$ cat config.mk
export PLATFORM = sky130hd
export DESIGN_NAME = bmp_stream_deframer
export DESIGN_NICKNAME = d
export VERILOG_FILES = /design/src/hw/rtl/bsd_pkg.sv /design/src/hw/rtl/bmp_stream_deframer.sv
export SDC_FILE = /design/constraint.sdc
export NUM_CORES = 1
export LEC_CHECK = 0
export ABC_AREA = 0
export BUFFER_PORTS_ARGS = -buffer_cell sky130_fd_sc_hd__buf_2
export CAP_MARGIN = 5
export CORE_AREA = 2 2 285 287
export CTS_BUF_LIST = sky130_fd_sc_hd__clkbuf_8
export DETAILED_ROUTE_END_ITERATION = 10
export DIE_AREA = 0 0 287 289
export PLACE_DENSITY = 0.35
export SYNTH_ARGS = -nofsm -noshare
export SYNTH_HDL_FRONTEND = slang
export SYNTH_SLANG_ARGS = --single-unit
$ cat constraint.sdc
create_clock -name clk -period 20.4 [get_ports clk]
set_clock_uncertainty 0.1 [all_clocks]
set_input_delay 1.02 -clock clk [delete_from_list [all_inputs] [get_ports clk]]
set_output_delay 1.02 -clock clk [all_outputs]
set_load 0.005 [all_outputs]
$ cat src/hw/rtl/bsd_pkg.sv
// shared constants and codes for the bmp stream deframer
// no dependencies
`timescale 1ns / 1ps

package bsd_pkg;

  // result word kinds
  typedef enum logic [1:0] {
    KIND_PIXEL  = 2'd0,
    KIND_HEADER = 2'd1,
    KIND_ERROR  = 2'd2
  } kind_t;

  // error codes carried by an error word
  typedef enum logic [1:0] {
    ERR_NONE      = 2'd0,
    ERR_SIGNATURE = 2'd1,
    ERR_TRUNCATED = 2'd2,
    ERR_OFFSET    = 2'd3
  } err_t;

  // file header layout
  localparam logic [31:0] HEADER_LEN      = 32'd54;
  localparam logic [5:0]  HEADER_LAST_IDX = 6'(HEADER_LEN - 32'd1);
  localparam logic [7:0]  SIG_B           = 8'h42;
  localparam logic [7:0]  SIG_M           = 8'h4D;

endpackage

$ cat src/hw/rtl/bmp_stream_deframer.sv
// A byte accepted into the input register gives its result word from the result register.
// Throughput: one byte per cycle while out accepts; a byte with no result drains even while out is stalled.
// A spare input register lets one byte in while a finished result waits for out_ready.
// Rate is set by the single per-byte header/skip/row/pad sequencer step.
// Reset (rst, synchronous): sequencer back to header phase, all counters and stores cleared.
`timescale 1ns / 1ps

// top level: header parse, offset skip and row padding strip of a 24-bit bmp byte stream
// depends on bsd_pkg
module bmp_stream_deframer
  import bsd_pkg::*;
(
  input  logic               clk,
  input  logic               rst,
  input  logic               in_valid,
  output logic               in_ready,
  input  logic [7:0]         data_byte,
  input  logic               end_of_stream,
  output logic               out_valid,
  input  logic               out_ready,
  output logic [1:0]         result_kind,
  output logic [7:0]         pixel_byte,
  output logic               row_end,
  output logic               image_end,
  output logic signed [31:0] image_width,
  output logic signed [31:0] image_height,
  output logic [15:0]        pixel_bits,
  output logic [31:0]        pixel_data_offset,
  output logic [1:0]         error_code
);

  typedef enum logic [2:0] {
    PH_HEADER,
    PH_SKIP,
    PH_ROW,
    PH_PAD,
    PH_WAIT
  } phase_t;

  // input register
  logic       ib_valid;
  logic [7:0] ib_data;
  logic       ib_eos;

  // sequencer state
  phase_t      phase, phase_next;
  logic [5:0]  header_index, header_index_next;
  logic [31:0] offset_store, offset_store_next;
  logic [31:0] width_store, width_store_next;
  logic [31:0] height_store, height_store_next;
  logic [15:0] bits_store, bits_store_next;
  logic [31:0] stream_position, stream_position_next;
  logic [32:0] row_byte_count, row_byte_count_next;
  logic [1:0]  pad_count, pad_count_next;
  logic [31:0] row_count, row_count_next;

  // result of the current byte
  logic        res_valid;
  kind_t       res_kind;
  logic        res_row_end;
  logic        res_image_end;
  err_t        res_err;

  logic        out_free;
  logic        step;

  // helpers
  logic [31:0] pos_inc;
  logic [32:0] row_len;
  logic [1:0]  lane;
  logic        w_pos, h_pos, empty;
  logic        last_row_byte, last_image;
  logic        clear;
  logic [1:0]  pad_dec;

  // handshake: byte moves on when the result slot is free or it yields no word
  assign out_free = !out_valid || out_ready;
  assign step     = ib_valid && (out_free || !res_valid);
  assign in_ready = !ib_valid || step;

  assign pos_inc = stream_position + 32'd1;
  assign row_len = {1'b0, width_store} + {width_store, 1'b0};
  assign lane    = header_index[1:0] - 2'd2;
  assign w_pos   = !width_store[31] && (width_store != 32'd0);
  assign h_pos   = !height_store[31] && (height_store != 32'd0);
  assign empty   = !(w_pos && h_pos);
  assign last_row_byte = (row_byte_count <= 33'd1);
  assign last_image    = last_row_byte && (row_count <= 32'd1);
  assign pad_dec = pad_count - 2'd1;

  // per-byte sequencer step
  always_comb begin
    phase_next           = phase;
    header_index_next    = header_index;
    offset_store_next    = offset_store;
    width_store_next     = width_store;
    height_store_next    = height_store;
    bits_store_next      = bits_store;
    stream_position_next = stream_position;
    row_byte_count_next  = row_byte_count;
    pad_count_next       = pad_count;
    row_count_next       = row_count;
    res_valid     = 1'b0;
    res_kind      = KIND_PIXEL;
    res_row_end   = 1'b0;
    res_image_end = 1'b0;
    res_err       = ERR_NONE;
    clear         = 1'b0;

    case (phase)
      PH_HEADER: begin
        if ((header_index == 6'd0 && ib_data != SIG_B) ||
            (header_index == 6'd1 && ib_data != SIG_M)) begin
          res_valid  = 1'b1;
          res_kind   = KIND_ERROR;
          res_err    = ERR_SIGNATURE;
          phase_next = PH_WAIT;
          clear      = ib_eos;
        end else begin
          // little-endian field capture, stores are zero at file start
          if (header_index inside {[6'd10:6'd13]}) begin
            offset_store_next[{lane, 3'b000} +: 8] = ib_data;
          end else if (header_index inside {[6'd18:6'd21]}) begin
            width_store_next[{lane, 3'b000} +: 8] = ib_data;
          end else if (header_index inside {[6'd22:6'd25]}) begin
            height_store_next[{lane, 3'b000} +: 8] = ib_data;
          end else if (header_index inside {[6'd28:6'd29]}) begin
            bits_store_next[{header_index[0], 3'b000} +: 8] = ib_data;
          end
          stream_position_next = pos_inc;
          if (header_index != HEADER_LAST_IDX) begin
            header_index_next = header_index + 6'd1;
            if (ib_eos) begin
              res_valid = 1'b1;
              res_kind  = KIND_ERROR;
              res_err   = ERR_TRUNCATED;
              clear     = 1'b1;
            end
          end else if (offset_store < HEADER_LEN) begin
            res_valid  = 1'b1;
            res_kind   = KIND_ERROR;
            res_err    = ERR_OFFSET;
            phase_next = PH_WAIT;
            clear      = ib_eos;
          end else if (ib_eos && !empty) begin
            res_valid = 1'b1;
            res_kind  = KIND_ERROR;
            res_err   = ERR_TRUNCATED;
            clear     = 1'b1;
          end else begin
            res_valid     = 1'b1;
            res_kind      = KIND_HEADER;
            res_image_end = empty;
            if (ib_eos) begin
              clear = 1'b1;
            end else if (empty) begin
              phase_next = PH_WAIT;
            end else begin
              row_count_next = height_store;
              if (pos_inc == offset_store) begin
                row_byte_count_next = row_len;
                pad_count_next      = width_store[1:0];
                phase_next          = PH_ROW;
              end else begin
                phase_next = PH_SKIP;
              end
            end
          end
        end
      end
      PH_SKIP: begin
        if (ib_eos) begin
          res_valid = 1'b1;
          res_kind  = KIND_ERROR;
          res_err   = ERR_TRUNCATED;
          clear     = 1'b1;
        end else begin
          stream_position_next = pos_inc;
          if (pos_inc == offset_store) begin
            row_byte_count_next = row_len;
            pad_count_next      = width_store[1:0];
            phase_next          = PH_ROW;
          end
        end
      end
      PH_ROW: begin
        if (ib_eos && !last_image) begin
          res_valid = 1'b1;
          res_kind  = KIND_ERROR;
          res_err   = ERR_TRUNCATED;
          clear     = 1'b1;
        end else begin
          res_valid     = 1'b1;
          res_kind      = KIND_PIXEL;
          res_row_end   = last_row_byte;
          res_image_end = last_image;
          if (row_byte_count != 33'd0) begin
            row_byte_count_next = row_byte_count - 33'd1;
          end
          if (last_row_byte) begin
            if (row_count != 32'd0) begin
              row_count_next = row_count - 32'd1;
            end
            if (last_image) begin
              phase_next = PH_WAIT;
            end else if (pad_count != 2'd0) begin
              phase_next = PH_PAD;
            end else begin
              row_byte_count_next = row_len;
              pad_count_next      = width_store[1:0];
              phase_next          = PH_ROW;
            end
          end
          clear = ib_eos;
        end
      end
      PH_PAD: begin
        if (ib_eos) begin
          res_valid = 1'b1;
          res_kind  = KIND_ERROR;
          res_err   = ERR_TRUNCATED;
          clear     = 1'b1;
        end else begin
          pad_count_next = pad_dec;
          if (pad_dec == 2'd0) begin
            row_byte_count_next = row_len;
            pad_count_next      = width_store[1:0];
            phase_next          = PH_ROW;
          end
        end
      end
      default: begin
        // after an error or a full image, wait for the end of the file
        clear = ib_eos;
      end
    endcase

    // end of file: back to a clean header phase
    if (clear) begin
      phase_next           = PH_HEADER;
      header_index_next    = '0;
      offset_store_next    = '0;
      width_store_next     = '0;
      height_store_next    = '0;
      bits_store_next      = '0;
      stream_position_next = '0;
      row_byte_count_next  = '0;
      pad_count_next       = '0;
      row_count_next       = '0;
    end
  end

  // input register
  always_ff @(posedge clk) begin
    if (rst) begin
      ib_valid <= 1'b0;
    end else if (in_valid && in_ready) begin
      ib_valid <= 1'b1;
    end else if (step) begin
      ib_valid <= 1'b0;
    end
  end

  always_ff @(posedge clk) begin
    if (in_valid && in_ready) begin
      ib_data <= data_byte;
      ib_eos  <= end_of_stream;
    end
  end

  // sequencer state
  always_ff @(posedge clk) begin
    if (rst) begin
      phase           <= PH_HEADER;
      header_index    <= '0;
      offset_store    <= '0;
      width_store     <= '0;
      height_store    <= '0;
      bits_store      <= '0;
      stream_position <= '0;
      row_byte_count  <= '0;
      pad_count       <= '0;
      row_count       <= '0;
    end else if (step) begin
      phase           <= phase_next;
      header_index    <= header_index_next;
      offset_store    <= offset_store_next;
      width_store     <= width_store_next;
      height_store    <= height_store_next;
      bits_store      <= bits_store_next;
      stream_position <= stream_position_next;
      row_byte_count  <= row_byte_count_next;
      pad_count       <= pad_count_next;
      row_count       <= row_count_next;
    end
  end

  // result register valid
  always_ff @(posedge clk) begin
    if (rst) begin
      out_valid <= 1'b0;
    end else if (out_free) begin
      out_valid <= step && res_valid;
    end
  end

  // result register payload, unused fields forced to zero
  always_ff @(posedge clk) begin
    if (step && res_valid) begin
      result_kind <= res_kind;
      pixel_byte  <= (res_kind == KIND_PIXEL) ? ib_data : 8'd0;
      row_end     <= res_row_end;
      image_end   <= res_image_end;
      error_code  <= res_err;
      if (res_kind == KIND_HEADER) begin
        image_width       <= width_store;
        image_height      <= height_store;
        pixel_bits        <= bits_store;
        pixel_data_offset <= offset_store;
      end else begin
        image_width       <= '0;
        image_height      <= '0;
        pixel_bits        <= '0;
        pixel_data_offset <= '0;
      end
    end
  end

endmodule

==> results by group, run 1 <==
Setup path
  • Slowest stage delay, CP: 0.73 ns
  • Data arrival at the endpoint of the critical path: 5.53 ns
  • Worst Setup End Kind: register
  • Category of the critical setup timing path: reg2reg
  • CP startpoint: header_index[0]
  • Reg2Reg Launch Point: header_index[0]
  • WP data required: 20.88 ns
  • Worst path slowest cell: sky130_fd_sc_hd__nor2_2
  • Startpoint types: register
  • Chain of cells forming the critical path: inv_1, ha_1, or2_2, o41ai_1, a31oi_1, o31a_1, o21ai_1, o21ai_1, or2_2, nor2_2, a22oi_1, nor2_1
  • Largest fanout on the critical path: 29

Layout
  • Layout Cell Area excl Fill: 22290 um2
  • Area grow syn2layout: 16.84%
  • Final net count: 2328
  • Fraction of final layout cells sized beyond drive strength 1: 13.18%

Global routing
  • Via count of the first global-routing pass: 16250
  • GRT Resource Usage Total: 16.66%
  • Congestion Overflow GR: 0
  • Number of antenna violations at the first check in global routing: 3
  • First-pass GRT wire length: 105.0 mm
  • Maximum number of pins on one net before global-route repair: 90

Placed design
  • Gpl congestion: 0.8380
  • Pre-CTS setup slack: 15.34 ns
  • Number of I/O port buffers: 140
  • Cell area after placement: 20880 um2
  • Total half-perimeter wirelength after legalization and detailed placement: 49.62 mm

Floorplan
  • Width of the die: 287 um
  • Y dimension of the die: 289 um
  • Total die area: 82940 um2
  • Core region area: 79900 um2
  • Initial core utilization: 23.88%
  • Std-Cell Rows: 104
  • Number of I/O pins: 141

Logic synthesis
  • Post-synthesis cell type with the largest combined area: sky130_fd_sc_hd__dfxtp_1
  • Flip-flop and latch count after synthesis: 357
  • Seq/Total Area, Yosys: 44.55%
  • Per-instance average area after synthesis: 8.952 um2
  • Ys async rst share: 0%
  • Area contributors post-synth: sky130_fd_sc_hd__dfxtp_1, sky130_fd_sc_hd__edfxtp_1, sky130_fd_sc_hd__nor2_1
  • Number of flops mapped to enable cells by yosys: 135
  • Synth Flop Type: sky130_fd_sc_hd__dfxtp_1
  • Post-synth net total: 2206
  • Total of warnings raised by yosys: 0
  • Synthesized instance count: 2131
  • Number of distinct library cell variants in the gate-level netlist after synthesis: 78
  • Fraction of post-synthesis cell area in the top cell type by area: 23.30%
  • Summed instance area of the synthesized netlist: 19080 um2

Hold path
  • Min-Delay Path Class: reg2reg
  • Startpoint of the most critical hold path: bits_store[15]

Drt
  • DRC Markers: 0
  • Average wire per cell in the routed design: 20.75 um
  • Vias post-DR: 16330
  • Remaining antenna violation count after routing: 0
  • Aggregate routed wire length: 69.90 mm
  • Number of DRC violations after detailed-routing iteration 0: 1168
  • Per-cell via count in the routed design: 4.849
  • Total iterations of the first detailed-routing run: 5

Run
  • Reported max-cap violation count: 0

Clock network
  • CTS tree: done
  • Total of hold buffers inserted after clock tree synthesis: 0
  • Clock buffers created by TritonCTS: 72
  • Resized Gates After CTS: 0
  • Number of setup buffers added after CTS: 0
  • CTS clk-pin slew, worst paths: 0.06 ns
  • Clock Tree Root: sky130_fd_sc_hd__clkbuf_8
  • CTS sink count: 357
  • Longest Clk Path Bufs: 3
  • Maximum level of the CTS H-tree: 3
  • Later-pin clock latency in the skew report: 0.67 ns

STA
  • Max-slew violations: 0
  • Period utilisation layout: 24.73%
  • Setup repair after global routing missed its margin: false
  • Maximum clock frequency: 198.2 MHz
  • Final WS setup: 15.36 ns
  • Setup-violating endpoint count in the final report: 0
  • Min Hold Slack: 0.3888 ns
  • Final sum of negative setup slack: 0 ns
  • Worst-case headroom to the max-slew limit: 20.69%
  • Tightest Pin Transition: 1.190 ns
  • Number of endpoints with negative hold slack in the final report: 0
  • Crit path time final: 5.045 ns

Power
  • Sequential power share: 48.2%
  • Proportion of power drawn by the clock network: 46.3%
  • Comb pwr share: 5.5%
  • Total power after layout: 0.001598 W
  • Worst-case vdd ir drop: 33.06 uV
  • Power per cell area: 71.69 nW/um2
  • Sw Pwr: 0.0004144 W
  • Internal power contribution: 0.001183 W
  • Static Leakage: 8.034 nW
  • Switching Share: 25.94%

Outcome
  • Result of the run: completed
-- critical path: cells and delay by family (launching register included) --
family	cells	cell delay, ns
compound gates	6	1.82
simple gates	4	1.81
flops	1	0.68
fa+ha+maj	1	0.31
buf+inv	1	0.24
-- power groups by stage --
| stage | clock, W | combinational [W] | sequential, W |
|---|---|---|---|
| 2_1_floorplan | 0 | 0.0000456 | 0.000786 |
| 3_3_place_gp | 0 | 0.0000897 | 0.000785 |
| 3_5_place_dp | 0 | 0.0000898 | 0.000785 |
| 4_1_cts | 0.000775 | 0.0000901 | 0.000770 |
| 5_1_grt | 0.000809 | 0.0000974 | 0.000771 |
| 6_report | 0.000740 | 0.0000880 | 0.000769 |
-- flip-flops by register name, summed over array words and instances, names as in the netlist --
register	flops
row_count	32
pixel_data_offset	32
ib_eos	1
image_height	32
pixel_bits	16
header_index	6
stream_position	32
out_valid	1
offset_store	32
row_end	1
bits_store	16
width_store	32
pixel_byte	8
ib_valid	1
height_store	32
error_code	2
row_byte_count	33
phase	3
pad_count	2
result_kind	2
image_end	1
ib_data	8
image_width	32
-- cells in the mapped netlist (17+ instances only) --
library cell,number
sky130_fd_sc_hd__dfxtp_1,222
sky130_fd_sc_hd__inv_1,65
sky130_fd_sc_hd__nor2_1,271
sky130_fd_sc_hd__nand4_1,25
sky130_fd_sc_hd__xnor2_1,51
sky130_fd_sc_hd__nand3_1,35
sky130_fd_sc_hd__or3_1,28
sky130_fd_sc_hd__o21ai_0,127
sky130_fd_sc_hd__a22oi_1,34
sky130_fd_sc_hd__ha_1,61
sky130_fd_sc_hd__nand2b_1,22
sky130_fd_sc_hd__and2_1,156
sky130_fd_sc_hd__a21o_1,17
sky130_fd_sc_hd__nand2_1,132
sky130_fd_sc_hd__nor4_1,44
sky130_fd_sc_hd__nor3_1,61
sky130_fd_sc_hd__xor2_1,43
sky130_fd_sc_hd__a31oi_1,21
sky130_fd_sc_hd__a21oi_1,150
sky130_fd_sc_hd__clkbuf_1,105
sky130_fd_sc_hd__edfxtp_1,135
sky130_fd_sc_hd__mux2i_1,68
-- metrics by stage --
step                      utilization (%)  instances
after floorplan                         -       2131
after global placement              26.13       3239
after detailed placement            26.13       3239
after CTS                           27.89       3367
after global routing                27.90       3368
final                               27.90       3368
-- worst paths after layout --
path                    end  slack (ns)  depth (start not counted)
max           row_count[22]       15.36                         12
max reg2reg   row_count[22]       15.36                         12
min          bits_store[15]        0.39                          2
min reg2reg  bits_store[15]        0.39                          2
-- layer usage --
layer	part of all wire (%)	wire length, um	vias up	GRT usage [%]
li1	-	-	7909	-
met5	0	0	-	0
met4	2.5	1747	0	5.924
met2	47	32750	445	27.16
met3	4.8	3328	100	2.937
met1	46	32080	7876	22.12
-- cell usage in the layout, fill, tap and decap left out, types with 12 or more instances in the layout --
cell type,n
sky130_fd_sc_hd__ha_1,61
sky130_fd_sc_hd__a21oi_1,149
sky130_fd_sc_hd__or3_1,28
sky130_fd_sc_hd__dfxtp_1,222
sky130_fd_sc_hd__xor2_1,43
sky130_fd_sc_hd__edfxtp_1,135
sky130_fd_sc_hd__inv_1,90
sky130_fd_sc_hd__o21ai_0,127
sky130_fd_sc_hd__nor2b_1,16
sky130_fd_sc_hd__a31oi_1,21
sky130_fd_sc_hd__xnor2_1,51
sky130_fd_sc_hd__nand3b_1,16
sky130_fd_sc_hd__mux2i_1,68
sky130_fd_sc_hd__nand3_1,35
sky130_fd_sc_hd__nor3_1,59
sky130_fd_sc_hd__nand4_1,25
sky130_fd_sc_hd__clkbuf_8,87
sky130_fd_sc_hd__a22oi_1,34
sky130_fd_sc_hd__nor4_1,44
sky130_fd_sc_hd__nand2_1,132
sky130_fd_sc_hd__and2_1,156
sky130_fd_sc_hd__o31ai_1,12
sky130_fd_sc_hd__nor2_1,271
sky130_fd_sc_hd__or4_1,12
sky130_fd_sc_hd__buf_4,24
sky130_fd_sc_hd__buf_2,139
sky130_fd_sc_hd__nand2b_1,22
sky130_fd_sc_hd__a21o_1,17
sky130_fd_sc_hd__o211ai_1,12
-- area by class of cell --
cell class / count / area [um2]
fillers: 8613 / 57610
flip-flops and latches: 357 / 8498
multi-input cells: 1593 / 9925
well taps: 1060 / 1326
repair buffers: 164 / 887.1
inverters: 65 / 244.0
clock inverters: 41 / 209.0
clock buffers: 87 / 1197
diodes: 1 / 2.502
-- cell families after synthesis --
group	after synthesis	share of synthesized area [%]
and+or+nand+nor	873	23.42
AOI/OAI and AO/OA	494	16.25
DFF	357	44.55
buffers and inverters	181	3.614
xor gates and xnor gates	95	4.434
muxes	69	3.627
adders and majority gates	62	4.106
No activity file was read; power rests on OpenSTA's default activity.
==> inputs of run 2 (changes only) <==
- ABC_AREA: 0 -> 1
- CORE_AREA: 2 2 285 287 -> 2 2 298 300
- DIE_AREA: 0 0 287 289 -> 0 0 300 302
- PLACE_DENSITY: 0.35 -> 0.34
- clock period: 20.4 -> 5.14 ns (I/O delays scaled with it)
==> run 2 against run 1 <==
Compared with the run above:
- critical path type unchanged
- routed wire length up 19%
- final cell count grew 30%
- largest cell class unchanged
- count of clock-buffer cells in the layout fell by 5
==> results by group, run 2 <==
Hold path
  • Hold endpoint: ib_data[0]
  • Min-Delay Path Class: in2reg
  • Startpoint of the most critical hold path: data_byte[0]
  • Instance count along the most critical hold path: 2

STA
  • Final sum of negative setup slack: 0 ns
  • Max-slew violations: 0
  • Number of endpoints with negative hold slack in the final report: 0
  • Period utilisation layout: 71.24%
  • Crit path time final: 3.662 ns
  • Setup-violating endpoint count in the final report: 0
  • Tightest Pin Transition: 0.9092 ns
  • Worst-case headroom to the max-slew limit: 38.75%
  • Maximum clock frequency: 273.1 MHz
  • Setup repair after global routing missed its margin: false

Global routing
  • Number of antenna violations at the first check in global routing: 3
  • Maximum number of pins on one net before global-route repair: 63
  • Via count of the first global-routing pass: 20450
  • First-pass GRT wire length: 126.1 mm
  • Congestion Overflow GR: 0
  • GRT Resource Usage Total: 18.30%

Drt
  • Number of DRC violations after detailed-routing iteration 0: 1288
  • Per-cell via count in the routed design: 4.620
  • Vias post-DR: 20190
  • Average wire per cell in the routed design: 19.02 um
  • Aggregate routed wire length: 83.09 mm
  • DRC Markers: 0
  • Remaining antenna violation count after routing: 0
  • Total iterations of the first detailed-routing run: 5

Floorplan
  • Y dimension of the die: 302 um
  • Total die area: 90600 um2
  • Initial core utilization: 23.72%
  • Std-Cell Rows: 109
  • Core region area: 87560 um2
  • Width of the die: 300 um
  • Number of I/O pins: 141

Power
  • Worst-case vdd ir drop: 155.0 uV
  • Sw Pwr: 0.002252 W
  • Power per cell area: 299.7 nW/um2
  • Sequential power share: 43.2%
  • Static Leakage: 10.09 nW
  • Proportion of power drawn by the clock network: 42.3%
  • Comb pwr share: 14.4%
  • Internal power contribution: 0.005034 W
  • Switching Share: 30.91%

Outcome
  • Result of the run: completed

Clock network
  • Maximum level of the CTS H-tree: 3
  • CTS clk-pin slew, worst paths: 0.06 ns
  • Resized Gates After CTS: 0
  • Later-pin clock latency in the skew report: 0.69 ns
  • Clock Tree Root: sky130_fd_sc_hd__clkbuf_8
  • CTS sink count: 357
  • CTS tree: done
  • Clock buffers created by TritonCTS: 75
  • Number of setup buffers added after CTS: 0
  • Longest Clk Path Bufs: 3

Logic synthesis
  • Fraction of post-synthesis cell area in the top cell type by area: 21.40%
  • Area contributors post-synth: sky130_fd_sc_hd__dfxtp_1, sky130_fd_sc_hd__edfxtp_1, sky130_fd_sc_hd__nand2_1
  • Flip-flop and latch count after synthesis: 357
  • Synthesized instance count: 2995
  • Number of distinct library cell variants in the gate-level netlist after synthesis: 51
  • Number of flops mapped to enable cells by yosys: 135
  • Summed instance area of the synthesized netlist: 20770 um2
  • Post-synth net total: 3070
  • Seq/Total Area, Yosys: 40.92%
  • Per-instance average area after synthesis: 6.934 um2
  • Post-synthesis cell type with the largest combined area: sky130_fd_sc_hd__dfxtp_1
  • Ys async rst share: 0%
  • Total of warnings raised by yosys: 0
  • Synth Flop Type: sky130_fd_sc_hd__dfxtp_1
  • Most used standard cells in the synthesized netlist: sky130_fd_sc_hd__nand2_1, sky130_fd_sc_hd__nor2_1, sky130_fd_sc_hd__inv_1, sky130_fd_sc_hd__nand3_1, sky130_fd_sc_hd__a21oi_1
  • Most frequent cell after synthesis: sky130_fd_sc_hd__nand2_1

Setup path
  • WP data required: 5.63 ns
  • Setup slack on the worst flop-to-flop path: 1.48 ns
  • Worst reg2reg path depth: 16
  • Category of the critical setup timing path: reg2reg
  • Chain of cells forming the critical path: inv_1, ha_1, nor2_1, inv_1, nand4_1, a31oi_1, o21ai_1, nand2_1, nand2_1, nand2_1, nor2_1, nand2_1, inv_1, nand3_1, nand2_1, nor2_1
  • Reg2Reg Launch Point: header_index[1]
  • Slowest stage delay, CP: 0.51 ns
  • Family with the most delay on the worst path: simple AND/OR/NAND/NOR gates
  • Worst path buffer plus inverter count: 3
  • Worst path slowest cell: sky130_fd_sc_hd__nand2_1
  • Startpoint types: register
  • Largest fanout on the critical path: 21
  • Most frequent cell on the critical path: sky130_fd_sc_hd__nand2_1
  • Worst Setup End Kind: register
  • Capturing point of the worst reg2reg path: offset_store[17]
  • CP Depth: 16
  • Data arrival at the endpoint of the critical path: 4.15 ns

Placed design
  • Gpl congestion: 0.9095
  • Total half-perimeter wirelength after legalization and detailed placement: 63.02 mm
  • Number of I/O port buffers: 140

Layout
  • Number of filler instances in the final layout: 9906
  • Leading cell types in the layout, fill and taps excluded: sky130_fd_sc_hd__nand2_1, sky130_fd_sc_hd__nor2_1, sky130_fd_sc_hd__inv_1, sky130_fd_sc_hd__nand3_1, sky130_fd_sc_hd__a21oi_1
  • Final core occ: 27.76%
  • Fraction of final layout cells sized beyond drive strength 1: 10.16%
  • Register containing the most flip-flops in the final layout: row_byte_count
  • Final net count: 3220
  • Area grow syn2layout: 17.06%
  • Max FFs per register: 33
  • Most common cell after layout, fill and taps aside: sky130_fd_sc_hd__nand2_1

Run
  • Reported max-cap violation count: 0
## run 2: cell types whose count changed after synthesis, moves of 76 or more
cell,before,now
sky130_fd_sc_hd__nand3_1,35,240
sky130_fd_sc_hd__nor2_1,271,604
sky130_fd_sc_hd__nand2_1,132,643
sky130_fd_sc_hd__inv_1,65,326
sky130_fd_sc_hd__and2_1,156,2
sky130_fd_sc_hd__a21oi_1,150,226
## run 2: cell families after synthesis
| family | Yosys count | synth area share (%) |
|---|---|---|
| simple gates | 1634 | 32.88 |
| fa+ha+maj | 62 | 3.772 |
| xor+xnor | 61 | 2.705 |
| buf+inv | 437 | 8.206 |
| compound gates | 444 | 11.51 |
| flops | 357 | 40.92 |
## run 2: final cells by class
type,count,area [um2],share of cell area [%]
Sequential cell,357,8498,34.96
Clock buffer,82,1129,4.643
Timing Repair Buffer,174,1013,4.169
Clock inverter,50,354.1,1.457
Inverter,336,1269,5.219
Antenna cell,4,10.01,0.04118
Tap cell,1165,1458,5.996
Multi-Input combinational cell,2201,10580,43.52
## run 2: worst register-to-register path, delay by kind of cell, from the launching register on
kind	cells	cell delay, ns
and+or+nand+nor	10	1.55
buffers and inverters	3	0.73
AOI/OAI and AO/OA	2	0.57
DFF	1	0.38
adders and majority gates	1	0.26
## run 2: metrics by stage
step | instances | setup slack, ns | instance area, um2 | total power (W) | hold WS [ns]
2_1_floorplan | 2995 | 0.5172 | 20770 | 0.003882 | 0.2559
3_3_place_gp | 4221 | 1.492 | 22700 | 0.004266 | 0.3415
3_5_place_dp | 4221 | 1.395 | 22700 | 0.004264 | 0.3440
4_1_cts | 4365 | 1.403 | 24300 | 0.007447 | 0.1392
5_1_grt | 4366 | 1.046 | 24300 | 0.007699 | 0.1735
6_report | 4369 | 1.478 | 24310 | 0.007286 | 0.2140
## run 2: metal layers
layer	share of wire (%)	GRT usage [%]	up-vias
met3	4.2	2.657	119
met1	46	23.96	9567
met2	47	31.25	437
li1	-	-	10060
met4	2.4	5.310	0
met5	0	0	-
## run 2: power groups by stage
stage | clock (W) | combinational, W | sequential, W
floorplan | 0 | 0.000692 | 0.00319
global placement | 0 | 0.00106 | 0.00321
detailed placement | 0 | 0.00106 | 0.00321
CTS | 0.00323 | 0.00107 | 0.00315
global route | 0.00335 | 0.00119 | 0.00316
finish | 0.00308 | 0.00105 | 0.00315
## run 2: worst max path at each step
stage | endpoint | slack (ns) | from
after floorplan | error_code[0] | 0.52 | header_index[1]
after global placement | image_width[2] | 1.49 | width_store[31]
after detailed placement | pixel_byte[1] | 1.39 | width_store[31]
after CTS | pixel_byte[1] | 1.40 | width_store[31]
after global routing | offset_store[17] | 1.05 | header_index[1]
final | offset_store[17] | 1.48 | header_index[1]
## run 2: repair_timing
item | in CTS | in global routing
hold endpoints to repair | 31 | 0
setup endpoints to repair | 0 | 0
hold buffers | 12 | 0
